## config.mk

```make
export PLATFORM = sky130hd
export DESIGN_NAME = byterun1_planar_body_decoder
export DESIGN_NICKNAME = d
export VERILOG_FILES = /design/src/rtl/core/br1_pkg.sv /design/src/rtl/core/br1_ctrl.sv /design/src/rtl/core/br1_datapath.sv /design/src/rtl/core/byterun1_planar_body_decoder.sv
export SDC_FILE = /design/constraint.sdc
export NUM_CORES = 1
export LEC_CHECK = 0
export BUFFER_PORTS_ARGS = -buffer_cell sky130_fd_sc_hd__buf_2
export CAP_MARGIN = 20
export CORE_MARGIN = 1
export CORE_UTILIZATION = 35
export CTS_CLUSTER_DIAMETER = 40
export DETAILED_ROUTE_END_ITERATION = 8
export GPL_ROUTABILITY_DRIVEN = 0
export PLACE_DENSITY_LB_ADDON = 0.12
export SETUP_SLACK_MARGIN = 0.5
export SLEW_MARGIN = 10
export SYNTH_ARGS = -nofsm -noshare
export SYNTH_HDL_FRONTEND = slang
export SYNTH_HIERARCHICAL = 1
export SYNTH_SLANG_ARGS = --single-unit
```

## constraint.sdc

```tcl
create_clock -name clk -period 9.4 [get_ports clk]
set_input_delay 0.47 -clock clk [delete_from_list [all_inputs] [get_ports clk]]
set_output_delay 0.47 -clock clk [all_outputs]
set_load 0.02 [all_outputs]
```

## src/rtl/core/br1_pkg.sv

```systemverilog
`default_nettype none
// ----------------------------------------------------------------------------
// br1_pkg
// Shared constants, state encoding and controller/datapath bundles for the
// byterun1 planar body decoder.
// ----------------------------------------------------------------------------
package br1_pkg;

  // image geometry
  localparam int unsigned ROW_BYTES   = 40;
  localparam int unsigned ROWS        = 200;
  localparam int unsigned MAX_PLANES  = 5;
  localparam int unsigned LANES       = 4;
  localparam int unsigned PLANE_BYTES = ROWS * ROW_BYTES;

  // register map
  localparam logic [2:0] REG_PLANE_COUNT = 3'd0;
  localparam logic [2:0] PLANE_COUNT_RST = 3'd5;

  // decoder phase
  typedef enum logic [2:0] {
    ST_CTRL,
    ST_LIT,
    ST_RUN,
    ST_SKIP,
    ST_EMIT
  } br1_state_t;

  // controller to datapath
  typedef struct packed {
    logic restart;
    logic load_ctrl;
    logic lit;
    logic run_load;
    logic skip;
    logic beat;
  } br1_cmd_t;

  // datapath to controller
  typedef struct packed {
    logic slot_free;
    logic code_is_run;
    logic lit_to_skip;
    logic lit_to_ctrl;
    logic skip_to_ctrl;
    logic beat_last;
  } br1_status_t;

endpackage : br1_pkg
`default_nettype wire

```

## src/rtl/core/br1_ctrl.sv

```systemverilog
`default_nettype none
// ----------------------------------------------------------------------------
// br1_ctrl
// Decode phase state machine: steers control, literal, run and skip bytes
// and sequences the output beats of a run.
// ----------------------------------------------------------------------------
module br1_ctrl (
  input  wire logic                 clk,
  input  wire logic                 rst_n,
  input  wire logic                 in_valid,
  input  wire logic                 in_frame_start,
  output logic                      in_stall,
  input  wire br1_pkg::br1_status_t sts,
  output br1_pkg::br1_cmd_t         cmd
);
  import br1_pkg::*;

  br1_state_t state_r, state_nxt;
  br1_state_t phase;
  logic       accept;

  // a new frame forces the control phase
  assign phase    = in_frame_start ? ST_CTRL : state_r;
  assign in_stall = (state_r == ST_EMIT) || !sts.slot_free;
  assign accept   = in_valid && !in_stall;

  // next state
  always_comb begin
    state_nxt = state_r;
    if (state_r == ST_EMIT) begin
      if (sts.slot_free && sts.beat_last) state_nxt = ST_CTRL;
    end else if (accept) begin
      case (phase)
        ST_CTRL: state_nxt = sts.code_is_run ? ST_RUN : ST_LIT;
        ST_LIT: begin
          if (sts.lit_to_skip)      state_nxt = ST_SKIP;
          else if (sts.lit_to_ctrl) state_nxt = ST_CTRL;
          else                      state_nxt = ST_LIT;
        end
        ST_RUN:  state_nxt = ST_EMIT;
        ST_SKIP: state_nxt = sts.skip_to_ctrl ? ST_CTRL : ST_SKIP;
        default: state_nxt = ST_CTRL;
      endcase
    end
  end

  // datapath commands
  always_comb begin
    cmd = '0;
    if (state_r == ST_EMIT) begin
      cmd.beat = sts.slot_free;
    end else if (accept) begin
      case (phase)
        ST_CTRL: begin
          cmd.load_ctrl = 1'b1;
          cmd.restart   = in_frame_start;
        end
        ST_LIT:  cmd.lit      = 1'b1;
        ST_RUN:  cmd.run_load = 1'b1;
        ST_SKIP: cmd.skip     = 1'b1;
        default: cmd = '0;
      endcase
    end
  end

  // state register
  always_ff @(posedge clk) begin
    if (!rst_n) begin
      state_r <= ST_CTRL;
    end else begin
      state_r <= state_nxt;
    end
  end

endmodule : br1_ctrl
`default_nettype wire

```

## src/rtl/core/br1_datapath.sv

```systemverilog
`default_nettype none
// ----------------------------------------------------------------------------
// br1_datapath
// Position counters, packet byte count, run beat splitter and the output
// register of the byterun1 decoder.
// ----------------------------------------------------------------------------
module br1_datapath (
  input  wire logic                 clk,
  input  wire logic                 rst_n,
  input  wire br1_pkg::br1_cmd_t    cmd,
  output br1_pkg::br1_status_t      sts,
  input  wire logic [2:0]           plane_count,
  input  wire logic [7:0]           in_code_byte,
  output logic                      out_valid,
  input  wire logic                 out_stall,
  output logic [15:0]               out_address,
  output logic [7:0]                out_data0,
  output logic [7:0]                out_data1,
  output logic [7:0]                out_data2,
  output logic [7:0]                out_data3,
  output logic [2:0]                out_valid_bytes,
  output logic                      out_last,
  output logic                      out_body_done,
  output logic                      out_overrun
);
  import br1_pkg::*;

  // state registers
  logic [7:0] pending_r, pending_nxt;
  logic [5:0] column_r, column_nxt;
  logic [2:0] plane_r, plane_nxt;
  logic [7:0] row_r, row_nxt;
  logic [5:0] left_r, left_nxt;
  logic [7:0] run_byte_r, run_byte_nxt;
  logic       run_ovr_r, run_ovr_nxt;

  // output register
  logic        ovld_r, ovld_nxt;
  logic [15:0] oaddr_r, oaddr_nxt;
  logic [7:0]  od0_r, od0_nxt, od1_r, od1_nxt, od2_r, od2_nxt, od3_r, od3_nxt;
  logic [2:0]  onb_r, onb_nxt;
  logic        olast_r, olast_nxt, odone_r, odone_nxt, oovr_r, oovr_nxt;

  logic [2:0]  eff_planes;
  logic [15:0] cur_addr;
  logic [7:0]  pend_dec;
  logic [6:0]  col_lit;
  logic [5:0]  room;
  logic [5:0]  place;
  logic        run_ovr;
  logic [2:0]  beat_n;
  logic [6:0]  col_beat;
  logic [3:0]  plane_inc;
  logic [8:0]  row_inc;
  logic        adv_plane_wrap;
  logic        adv_row_wrap;
  logic [7:0]  ctrl_pending;
  logic        slot_free;
  logic        load_out;

  // effective plane count: zero acts as one, clipped at the maximum
  always_comb begin
    if (plane_count == 3'd0)
      eff_planes = 3'd1;
    else if (plane_count > 3'(MAX_PLANES))
      eff_planes = 3'(MAX_PLANES);
    else
      eff_planes = plane_count;
  end

  // planar screen address of the current position
  assign cur_addr = 16'(plane_r * 16'(PLANE_BYTES)) + 16'(row_r * 14'(ROW_BYTES))
                  + 16'(column_r);

  // row advance terms
  assign plane_inc      = {1'b0, plane_r} + 4'd1;
  assign row_inc        = {1'b0, row_r} + 9'd1;
  assign adv_plane_wrap = plane_inc >= {1'b0, eff_planes};
  assign adv_row_wrap   = row_inc >= 9'(ROWS);

  // packet length from a control byte
  assign ctrl_pending = in_code_byte[7] ? 8'(9'd257 - {1'b0, in_code_byte})
                                        : {1'b0, in_code_byte[6:0]} + 8'd1;

  assign pend_dec = (pending_r != 8'd0) ? pending_r - 8'd1 : 8'd0;
  assign col_lit  = {1'b0, column_r} + 7'd1;

  // run clipped at the row end
  assign room    = 6'(ROW_BYTES) - column_r;
  assign place   = (pending_r < {2'b0, room}) ? pending_r[5:0] : room;
  assign run_ovr = pending_r > {2'b0, room};

  // one beat of a run
  assign beat_n   = (left_r >= 6'(LANES)) ? 3'(LANES) : left_r[2:0];
  assign col_beat = {1'b0, column_r} + {4'b0, beat_n};

  assign slot_free = !ovld_r || !out_stall;
  assign load_out  = cmd.lit || cmd.beat;

  // status to controller
  always_comb begin
    sts.slot_free    = slot_free;
    sts.code_is_run  = in_code_byte[7];
    sts.lit_to_skip  = (col_lit >= 7'(ROW_BYTES)) && (pend_dec != 8'd0);
    sts.lit_to_ctrl  = (pend_dec == 8'd0);
    sts.skip_to_ctrl = (pend_dec == 8'd0);
    sts.beat_last    = (left_r <= 6'(LANES));
  end

  // position, count and run state update
  always_comb begin
    pending_nxt  = pending_r;
    column_nxt   = column_r;
    plane_nxt    = plane_r;
    row_nxt      = row_r;
    left_nxt     = left_r;
    run_byte_nxt = run_byte_r;
    run_ovr_nxt  = run_ovr_r;
    oaddr_nxt    = oaddr_r;
    od0_nxt      = od0_r;
    od1_nxt      = od1_r;
    od2_nxt      = od2_r;
    od3_nxt      = od3_r;
    onb_nxt      = onb_r;
    olast_nxt    = olast_r;
    odone_nxt    = odone_r;
    oovr_nxt     = oovr_r;
    ovld_nxt     = ovld_r && out_stall;

    // control byte, with an optional restart of the body
    if (cmd.load_ctrl) begin
      pending_nxt = ctrl_pending;
      if (cmd.restart) begin
        column_nxt = 6'd0;
        plane_nxt  = 3'd0;
        row_nxt    = 8'd0;
      end
    end

    // literal byte
    if (cmd.lit) begin
      pending_nxt = pend_dec;
      oaddr_nxt   = cur_addr;
      od0_nxt     = in_code_byte;
      od1_nxt     = 8'd0;
      od2_nxt     = 8'd0;
      od3_nxt     = 8'd0;
      onb_nxt     = 3'd1;
      olast_nxt   = 1'b1;
      odone_nxt   = 1'b0;
      oovr_nxt    = 1'b0;
      if (col_lit >= 7'(ROW_BYTES)) begin
        column_nxt = 6'd0;
        oovr_nxt   = (pend_dec != 8'd0);
        if (adv_plane_wrap) begin
          plane_nxt = 3'd0;
          if (adv_row_wrap) begin
            row_nxt   = 8'd0;
            odone_nxt = 1'b1;
          end else begin
            row_nxt = row_inc[7:0];
          end
        end else begin
          plane_nxt = plane_inc[2:0];
        end
      end else begin
        column_nxt = col_lit[5:0];
      end
    end

    // run byte: latch the clipped run
    if (cmd.run_load) begin
      pending_nxt  = 8'd0;
      left_nxt     = place;
      run_byte_nxt = in_code_byte;
      run_ovr_nxt  = run_ovr;
    end

    // dropped literal bytes
    if (cmd.skip) begin
      pending_nxt = pend_dec;
    end

    // one run beat
    if (cmd.beat) begin
      left_nxt  = left_r - {3'b0, beat_n};
      oaddr_nxt = cur_addr;
      od0_nxt   = run_byte_r;
      od1_nxt   = (beat_n > 3'd1) ? run_byte_r : 8'd0;
      od2_nxt   = (beat_n > 3'd2) ? run_byte_r : 8'd0;
      od3_nxt   = (beat_n > 3'd3) ? run_byte_r : 8'd0;
      onb_nxt   = beat_n;
      olast_nxt = sts.beat_last;
      odone_nxt = 1'b0;
      oovr_nxt  = sts.beat_last && run_ovr_r;
      if (sts.beat_last && (col_beat >= 7'(ROW_BYTES))) begin
        column_nxt = 6'd0;
        if (adv_plane_wrap) begin
          plane_nxt = 3'd0;
          if (adv_row_wrap) begin
            row_nxt   = 8'd0;
            odone_nxt = 1'b1;
          end else begin
            row_nxt = row_inc[7:0];
          end
        end else begin
          plane_nxt = plane_inc[2:0];
        end
      end else begin
        column_nxt = col_beat[5:0];
      end
    end

    if (load_out) ovld_nxt = 1'b1;
  end

  // control registers
  always_ff @(posedge clk) begin
    if (!rst_n) begin
      pending_r <= 8'd0;
      column_r  <= 6'd0;
      plane_r   <= 3'd0;
      row_r     <= 8'd0;
      left_r    <= 6'd0;
      ovld_r    <= 1'b0;
    end else begin
      pending_r <= pending_nxt;
      column_r  <= column_nxt;
      plane_r   <= plane_nxt;
      row_r     <= row_nxt;
      left_r    <= left_nxt;
      ovld_r    <= ovld_nxt;
    end
  end

  // payload registers
  always_ff @(posedge clk) begin
    run_byte_r <= run_byte_nxt;
    run_ovr_r  <= run_ovr_nxt;
    oaddr_r    <= oaddr_nxt;
    od0_r      <= od0_nxt;
    od1_r      <= od1_nxt;
    od2_r      <= od2_nxt;
    od3_r      <= od3_nxt;
    onb_r      <= onb_nxt;
    olast_r    <= olast_nxt;
    odone_r    <= odone_nxt;
    oovr_r     <= oovr_nxt;
  end

  assign out_valid       = ovld_r;
  assign out_address     = oaddr_r;
  assign out_data0       = od0_r;
  assign out_data1       = od1_r;
  assign out_data2       = od2_r;
  assign out_data3       = od3_r;
  assign out_valid_bytes = onb_r;
  assign out_last        = olast_r;
  assign out_body_done   = odone_r;
  assign out_overrun     = oovr_r;

  // the column never rests at or past the row end
  a_column_in_row: assert property (@(posedge clk) disable iff (!rst_n)
    column_r < 6'(ROW_BYTES))
    else $error("column past row end");

  // a shown transaction carries one to four bytes
  a_lane_count: assert property (@(posedge clk) disable iff (!rst_n)
    ovld_r |-> (onb_r >= 3'd1 && onb_r <= 3'(LANES)))
    else $error("bad lane count");

  // completion and overrun flags only on the final transaction of a byte
  a_flags_on_last: assert property (@(posedge clk) disable iff (!rst_n)
    (ovld_r && (odone_r || oovr_r)) |-> olast_r)
    else $error("flag on non-final transaction");

  // a run beat never drives the column beyond the row end
  a_beat_fits: assert property (@(posedge clk) disable iff (!rst_n)
    cmd.beat |-> (col_beat <= 7'(ROW_BYTES)))
    else $error("run beat past row end");

endmodule : br1_datapath
`default_nettype wire

```

## src/rtl/core/byterun1_planar_body_decoder.sv

```systemverilog
`default_nettype none
// ----------------------------------------------------------------------------
// byterun1_planar_body_decoder
// ByteRun1 compressed image body decoder with interleaved bitplane rows and
// planar screen addresses, up to four decoded bytes per output transaction.
// ----------------------------------------------------------------------------
//  channel | direction | handshake             | payload
//  in_     | input     | in_valid / in_stall   | code_byte, frame_start
//  out_    | output    | out_valid / out_stall | address, data0..3, valid_bytes,
//          |           |                       | last, body_done, overrun
//  cfg     | input     | psel/penable/pready   | plane_count, paddr[2] low (0..3)
//
//  control, literal and dropped bytes are each taken as one input transaction
//  a run byte is followed by ceil(n/4) output beats, n being the run clipped
//  at the row end (at most 10 beats), set by the single beat unit
//  input stalls during run beats and while the output register is held
//  synchronous active-low reset; no clearing pass after reset
// ----------------------------------------------------------------------------
module byterun1_planar_body_decoder (
  input  wire logic        clk,
  input  wire logic        rst_n,
  // input transactions
  input  wire logic        in_valid,
  output logic             in_stall,
  input  wire logic [7:0]  in_code_byte,
  input  wire logic        in_frame_start,
  // output transactions
  output logic             out_valid,
  input  wire logic        out_stall,
  output logic [15:0]      out_address,
  output logic [7:0]       out_data0,
  output logic [7:0]       out_data1,
  output logic [7:0]       out_data2,
  output logic [7:0]       out_data3,
  output logic [2:0]       out_valid_bytes,
  output logic             out_last,
  output logic             out_body_done,
  output logic             out_overrun,
  // register port
  input  wire logic        psel,
  input  wire logic        penable,
  input  wire logic        pwrite,
  input  wire logic [2:0]  paddr,
  input  wire logic [31:0] pwdata,
  output logic [31:0]      prdata,
  output logic             pready
);
  import br1_pkg::*;

  br1_cmd_t    cmd;
  br1_status_t sts;
  logic [2:0]  plane_count_r;
  logic        reg_sel;

  // register decode
  assign reg_sel = (paddr[2] == REG_PLANE_COUNT[0]);
  assign pready  = 1'b1;
  assign prdata  = reg_sel ? {29'd0, plane_count_r} : 32'd0;

  always_ff @(posedge clk) begin
    if (!rst_n) begin
      plane_count_r <= PLANE_COUNT_RST;
    end else if (psel && penable && pwrite && pready && reg_sel) begin
      plane_count_r <= pwdata[2:0];
    end
  end

  br1_ctrl u_ctrl (
    .clk            (clk),
    .rst_n          (rst_n),
    .in_valid       (in_valid),
    .in_frame_start (in_frame_start),
    .in_stall       (in_stall),
    .sts            (sts),
    .cmd            (cmd)
  );

  br1_datapath u_datapath (
    .clk             (clk),
    .rst_n           (rst_n),
    .cmd             (cmd),
    .sts             (sts),
    .plane_count     (plane_count_r),
    .in_code_byte    (in_code_byte),
    .out_valid       (out_valid),
    .out_stall       (out_stall),
    .out_address     (out_address),
    .out_data0       (out_data0),
    .out_data1       (out_data1),
    .out_data2       (out_data2),
    .out_data3       (out_data3),
    .out_valid_bytes (out_valid_bytes),
    .out_last        (out_last),
    .out_body_done   (out_body_done),
    .out_overrun     (out_overrun)
  );

endmodule : byterun1_planar_body_decoder
`default_nettype wire
```

# After elaboration in Yosys (flattened, before gate mapping)
# Cells that the tools add are included.
[classes]
add_sub_neg = 11
mux = 76
n_eq_ne = 5
n_bitwise = 1
n_lt_le_gt_ge = 12
n_mul = 2
reduce_logical = 29
[ops]
columns = ["operator", "n"]
rows = [
  ["8-bit two-way mux", 24],
  ["6-bit two-way mux", 10],
  ["3-bit two-way mux", 18],
  ["16-bit two-way mux", 2],
  ["1-bit two-way mux", 17],
  ["16-bit by 14-bit adder with 16-bit output", 1],
  ["16-bit by 6-bit adder with 16-bit output", 1],
  ["8-bit nonzero test", 2],
  ["7-bit by 6-bit greater-or-equal comparator with 1-bit output, second input constant", 2],
  ["3-bit case mux with 4 select lines", 1],
  ["8-bit by 3-bit multiplier with 11-bit output, second input constant", 1],
  ["3-bit by 7-bit multiplier with 10-bit output, second input constant", 1],
  ["8-bit by 1-bit adder with 9-bit output, second input constant", 1],
  ["9-bit by 8-bit greater-or-equal comparator with 1-bit output, second input constant", 1],
  ["1-bit logical AND", 9],
  ["7-bit by 1-bit adder with 8-bit output, second input constant", 1],
  ["8-bit by 6-bit > comparator with 1-bit output", 1],
  ["8-bit logical NOT", 1],
  ["8-bit by 6-bit < comparator with 1-bit output", 1],
  ["1-bit by 8-bit subtractor with 8-bit output, first input constant", 1],
  ["8-bit by 1-bit subtractor with 8-bit output, second input constant", 1],
  ["6-bit by 1-bit adder with 7-bit output, second input constant", 1],
  ["6-bit by 3-bit adder with 7-bit output", 1],
  ["3-bit by 2-bit == test with 1-bit output, second input constant", 2],
  ["other kinds (22)", 35],
]
[word_totals]
register_bits = 101
wordCells = 155

# Depth between registers and ports, before layout
[depth]
ltp_word = 16
ltp_mapped = 15
mapped_depth_nobuf = 15

# Modules after synthesis
# Netlist, hierarchy kept.
[modules_own_cells]
columns = ["mod", "cells_each", "instances", "area_per_inst_um2", "seq_area_each_um2"]
rows = [
  ["br1_datapath", 667, 1, 6461.2, 2532.4],
  ["byterun1_planar_body_decoder", 49, 1, 396.6, 60.1],
  ["br1_ctrl", 36, 1, 265.3, 60.1],
]

# Worst setup path before layout
# No wires, ideal clock.
[synth_timing]
kind = "input port to flip-flop"
start = "in out_stall"
end = "reg u_datapath.pending_r[3]"
slack_ns = 5.717
required_ns = 9.272
cell_stages = 11
path_buffers = 3
arrival_ns = 3.556
setup_time_ns = 0.128
path_cell_list = "nand2_1 > buf_4 > nand2_1 > nor4b_1 > or3_1 > clkbuf_1 > or2_2 > clkbuf_1 > o21ai_0 > a22oi_1 > nor2_1"
[synth_rtl]
columns = ["item", "line_no", "text"]
rows = [
  ["from (decl)", "byterun1_planar_body_decoder.sv:29", "input wire logic out_stall,"],
  ["to (signal assigned)", "br1_datapath.sv:227", "pending_r <= pending_nxt;"],
  ["to (decl)", "br1_datapath.sv:29", "logic [7:0] pending_r, pending_nxt;"],
]

# Worst setup path in the final report
[layout_timing]
start = "reg u_datapath.plane_r[0]"
end = "reg u_datapath.oaddr_r[14], in the netlist u_datapath/out_address[14] (data pin)"
[layout_via]
elab_chain_len = 5
[layout_rtl]
columns = ["item", "line_no", "text"]
rows = [
  ["from (decl)", "br1_datapath.sv:31", "logic [2:0] plane_r, plane_nxt;"],
  ["from (signal assigned)", "br1_datapath.sv:229", "plane_r <= plane_nxt;"],
  ["3-bit by 7-bit multiplier with 10-bit output (*)", "br1_datapath.sv:72", "assign cur_addr = 16'(plane_r * 16'(PLANE_BYTES)) + 16'(row_r * 14'(ROW_BYTES))"],
  ["16-bit by 14-bit adder with 16-bit output (*)", "br1_datapath.sv:72", ""],
  ["16-bit by 6-bit adder with 16-bit output (*)", "br1_datapath.sv:73", "+ 16'(column_r);"],
  ["net u_datapath.cur_addr[14]", "br1_datapath.sv:45", "logic [15:0] cur_addr;"],
  ["16-bit two-way mux", "br1_datapath.sv:141", "if (cmd.lit) begin"],
  ["16-bit two-way mux (*)", "br1_datapath.sv:185", "if (cmd.beat) begin"],
  ["to (signal assigned)", "br1_datapath.sv:240", "oaddr_r <= oaddr_nxt;"],
  ["to (decl)", "br1_datapath.sv:39", "logic [15:0] oaddr_r, oaddr_nxt;"],
]
# Mark *: on every way through the listed nets, which the timed path passes. The rest lies on a longest branch. The select of a mux whose other input is x is not followed.
# A chain may end at the register's enable or synchronous reset.

==> qor.csv <==
stage;metric;value;unit
outcome;status;completed;
grt;grt-ovfl-total;0;
floorplan;floorplan.io_pins;140;
floorplan;die-height;145;um
sta;fin_crit;3.63;ns
synth;syn_area_per_cell;9.47;um^2
final_layout;fillCellCount;1960;
synth;ys_async_sr_fraction;0;
place;placedCellCount;1060;
grt;antenna_found_initial;0;
hold_path;holdCritPathClass;in2reg;
final_layout;multi_input_area;0.00402;mm^2
pwr;leakage;0.00328;uW
detailed_routing;first_pass_iters;5;
clock_network;cts.sinks;101;
sta;max_slew_margin;0.344;
detailed_routing;detail_route.drc_violations;0;
worst_setup_path;crit_path_top_delay_cell;sky130_fd_sc_hd__dfxtp_1;
final_layout;area_growth_from_synthesis_to_final_layout;11.0;%
floorplan;initial_utilization;0.361;
worst_setup_path;crit_path_frequent_cell;sky130_fd_sc_hd__fa_1;
grt;grt_first_pass_wirelength;26900;um
worst_setup_path;critPathMaxStageDelay;0.61;ns
synth;ys_seq_area_frac;0.372;
place;dp_hpwl;12300;um
pwr;power_per_cell_area;129;mW/mm^2
worst_setup_path;crit_chain;fa_1 -> fa_1 -> inv_1 -> fa_1 -> inv_1 -> ha_1 -> and3_1 -> nand2_1 -> o211ai_1 -> a21o_1 -> a21oi_1 -> xnor2_1;
floorplan;fp.dieArea;0.0209;mm^2
clock_network;ctsLongestPathBuffers;2;
job;drv.max_cap_violation_count;0;
synth;synth_cell_types;79;
sta;timing.setup.tns;0;ns
synth;yosysWarnings;6;
final_layout;regArea;0.00265;mm^2
hold_path;hp-start;in_code_byte[2];
clock_network;clock_tree.htree_level_count;3;
clock_network;tritoncts;yes;
worst_setup_path;required;9.50;ns
place;port-buffer-count;78;
clock_network;cts.root.buffer_cell;sky130_fd_sc_hd__clkbuf_16;
clock_network;cts.reportedPaths.clkPinSlew;0.08;ns
worst_setup_path;critical_path.endpoint_type;flip-flop;
floorplan;fp.coreArea;0.0197;mm^2
clock_network;clock_latency;0.36;ns
sta;finalSetupViolCount;0;
synth;number_of_flops_mapped_to_enable_cells_by_yosys;63;
worst_setup_path;timing.reg2reg.worst_path_depth;12;
detailed_routing;avgRoutedWirePerCell;15.3;um
final_layout;finish.cell_count_without_fillers;1076;
worst_setup_path;startpoint_type;flip-flop;
grt;grt_max_degree;55;
sta;unrepaired_setup_endpoints_after_global_routing;false;
sta;slew_violations;0;
sta;fin_skew;0.0135;ns
hold_path;hold-path-cell-count;1;
worst_setup_path;setup.worst_path.start;u_datapath/plane_r[0];
final_layout;final_core_utilization;0.401;
floorplan;core.rowCount;51;
final_layout;nNetsFinal;917;
grt;first_global_vias;5334;
final_layout;antenna-diode-count;0;
synth;ys_ff_latch;101;
worst_setup_path;path_max_fanout;10;
detailed_routing;route.antenna.remaining_nets;0;
final_layout;drive_gt1_frac;0.159;
clock_network;post_cts.repair.setup_buffers;0;
worst_setup_path;worst-endpoint-arrival;3.73;ns
clock_network;number_of_hold_buffers_added_after_cts;0;
synth;mappedNetlistArea;0.00712;mm^2
detailed_routing;drt_wl_total;16500;um
detailed_routing;detailroute.via_count;5598;
synth;synthesis.instances;752;
clock_network;number_of_buffers_created_by_cts;9;
detailed_routing;first_iter_violations;444;
sta;worstMarginPinSlew;0.984;ns
worst_setup_path;crit_type;reg2reg;
floorplan;dieWidth;145;um
worst_setup_path;crit-reg2reg-launch;u_datapath/plane_r[0];
detailed_routing;vias_per_cell;5.20;
clock_network;postCtsResizedCells;0;
sta;timing.final.crit_share;0.386;
sta;max_freq;275;MHz
synth;dominantRegCellSynth;sky130_fd_sc_hd__edfxtp_1;
grt;global_route.usage.total;0.165;
pwr;vdd_drop_max;0.0000741;V
sta;final_hold_viol_count;0;
==> metrics by stage <==
| step | setup WS [ns] | total power (uW) | hold slack, ns | area, um^2 |
|---|---|---|---|---|
| 6_report | 5.77 | 1020 | 0.343 | 7900 |
| 2_1_floorplan | 5.72 | 621 | 0.438 | 7230 |
| 4_1_cts | 5.75 | 1030 | 0.332 | 7900 |
| 3_3_place_gp | 5.80 | 645 | 0.479 | 7590 |
| 3_5_place_dp | 5.76 | 648 | 0.503 | 7590 |
| 5_1_grt | 5.52 | 1070 | 0.345 | 7900 |
==> metal layers <==
layer  GRT usage  wire length [um]  vias up
met4      0.0687               346        0
met2       0.258              7130      143
met1       0.229              8310     2642
met3      0.0224               707       20
li1            -                 -     2793
met5           0                 0        -
==> final timing paths <==
path	to	slack, ns
setup reg to reg	u_datapath/out_address[14]	5.77
setup / recovery	u_datapath/out_address[14]	5.77
hold reg to reg	plane_count_r[1]	0.51
hold / removal	u_datapath/run_byte_r[2]	0.34
==> cell families after synthesis <==
logic type                 synth area share
buffers and inverters                0.0796
other                               0.00158
AOI/OAI and AO/OA                     0.185
adders and majority gates             0.113
and+or+nand+nor                       0.173
DFF                                   0.372
xor gates and xnor gates             0.0455
muxes                                0.0297
==> power breakdown <==
group,internal (uW),switching [uW]
sequential,482,14.1
combinational,50.8,92.0
clock,190,193
==> synthesized netlist by cell type (9+ instances only) <==
library cell	n	area [um^2]
sky130_fd_sc_hd__edfxtp_1	63	1890
sky130_fd_sc_hd__ha_1	53	663
sky130_fd_sc_hd__nand2_1	50	188
sky130_fd_sc_hd__a21oi_1	47	235
sky130_fd_sc_hd__inv_1	44	165
sky130_fd_sc_hd__nor2_1	41	154
sky130_fd_sc_hd__dfxtp_1	38	761
sky130_fd_sc_hd__buf_4	36	270
sky130_fd_sc_hd__o21ai_0	36	180
sky130_fd_sc_hd__and2_1	29	181
sky130_fd_sc_hd__clkbuf_1	27	101
sky130_fd_sc_hd__xnor2_1	25	219
sky130_fd_sc_hd__nand3_1	17	85.1
sky130_fd_sc_hd__nor2b_1	15	93.8
sky130_fd_sc_hd__nor3_1	14	70.1
sky130_fd_sc_hd__a21o_1	13	97.6
sky130_fd_sc_hd__a211oi_1	12	90.1
sky130_fd_sc_hd__xor2_1	12	105
sky130_fd_sc_hd__mux2i_1	11	110
sky130_fd_sc_hd__and3_1	10	62.6
sky130_fd_sc_hd__mux2_2	9	101
==> final cells by class <==
class                   count  share of cell area
clock inverters             7              0.0114
inverters                  45              0.0214
repair buffers             82              0.0532
flip-flops and latches    101               0.336
well taps                 265              0.0420
multi-input cells         567               0.508
clock buffers               9              0.0285
==> registers in the layout, indices dropped and copies added (netlist names) <==
register / count
u_datapath/out_data2: 8
u_datapath/out_data1: 8
u_datapath/out_overrun: 1
plane_count_r: 3
u_datapath/plane_r: 3
u_datapath/out_body_done: 1
u_datapath/out_valid_bytes: 3
u_datapath/column_r: 6
u_datapath/out_data3: 8
u_datapath/out_address: 16
u_datapath/row_r: 8
u_datapath/out_last: 1
u_datapath/out_valid: 1
u_datapath/run_ovr_r: 1
u_ctrl/state_r: 3
u_datapath/pending_r: 8
u_datapath/left_r: 6
u_datapath/out_data0: 8
u_datapath/run_byte_r: 8
==> worst max-delay path: cells and delay by family (launching register included) <==
kind            cells  cell delay [ns]
compound gates      3             0.51
simple gates        2             0.30
xor+xnor            1             0.08
fa+ha+maj           4             1.70
buf+inv             2             0.17
flops               1             0.61
==> cell usage in the layout (no fill, tap or decap), drive strengths merged, types with 4 or more instances in the layout <==
cell     instances
a221oi           8
nor3            14
inv             46
o21a             8
a21oi           47
fa               7
ha              53
mux2             9
xnor2           25
buf             82
nor2b           15
mux2i           11
a21boi           5
nor2            41
o22ai            5
or3              7
nor4             8
a32o             4
o2111ai          4
xor2            12
nand2b           7
edfxtp          63
clkinv           5
o21ai           37
a21o            13
nand2           50
and2            29
o211ai           8
and3            11
nand4            7
nand3           17
a211oi          13
clkbuf           9
or2              6
dfxtp           38
conb            31
Power figures use the tool's default switching activity.
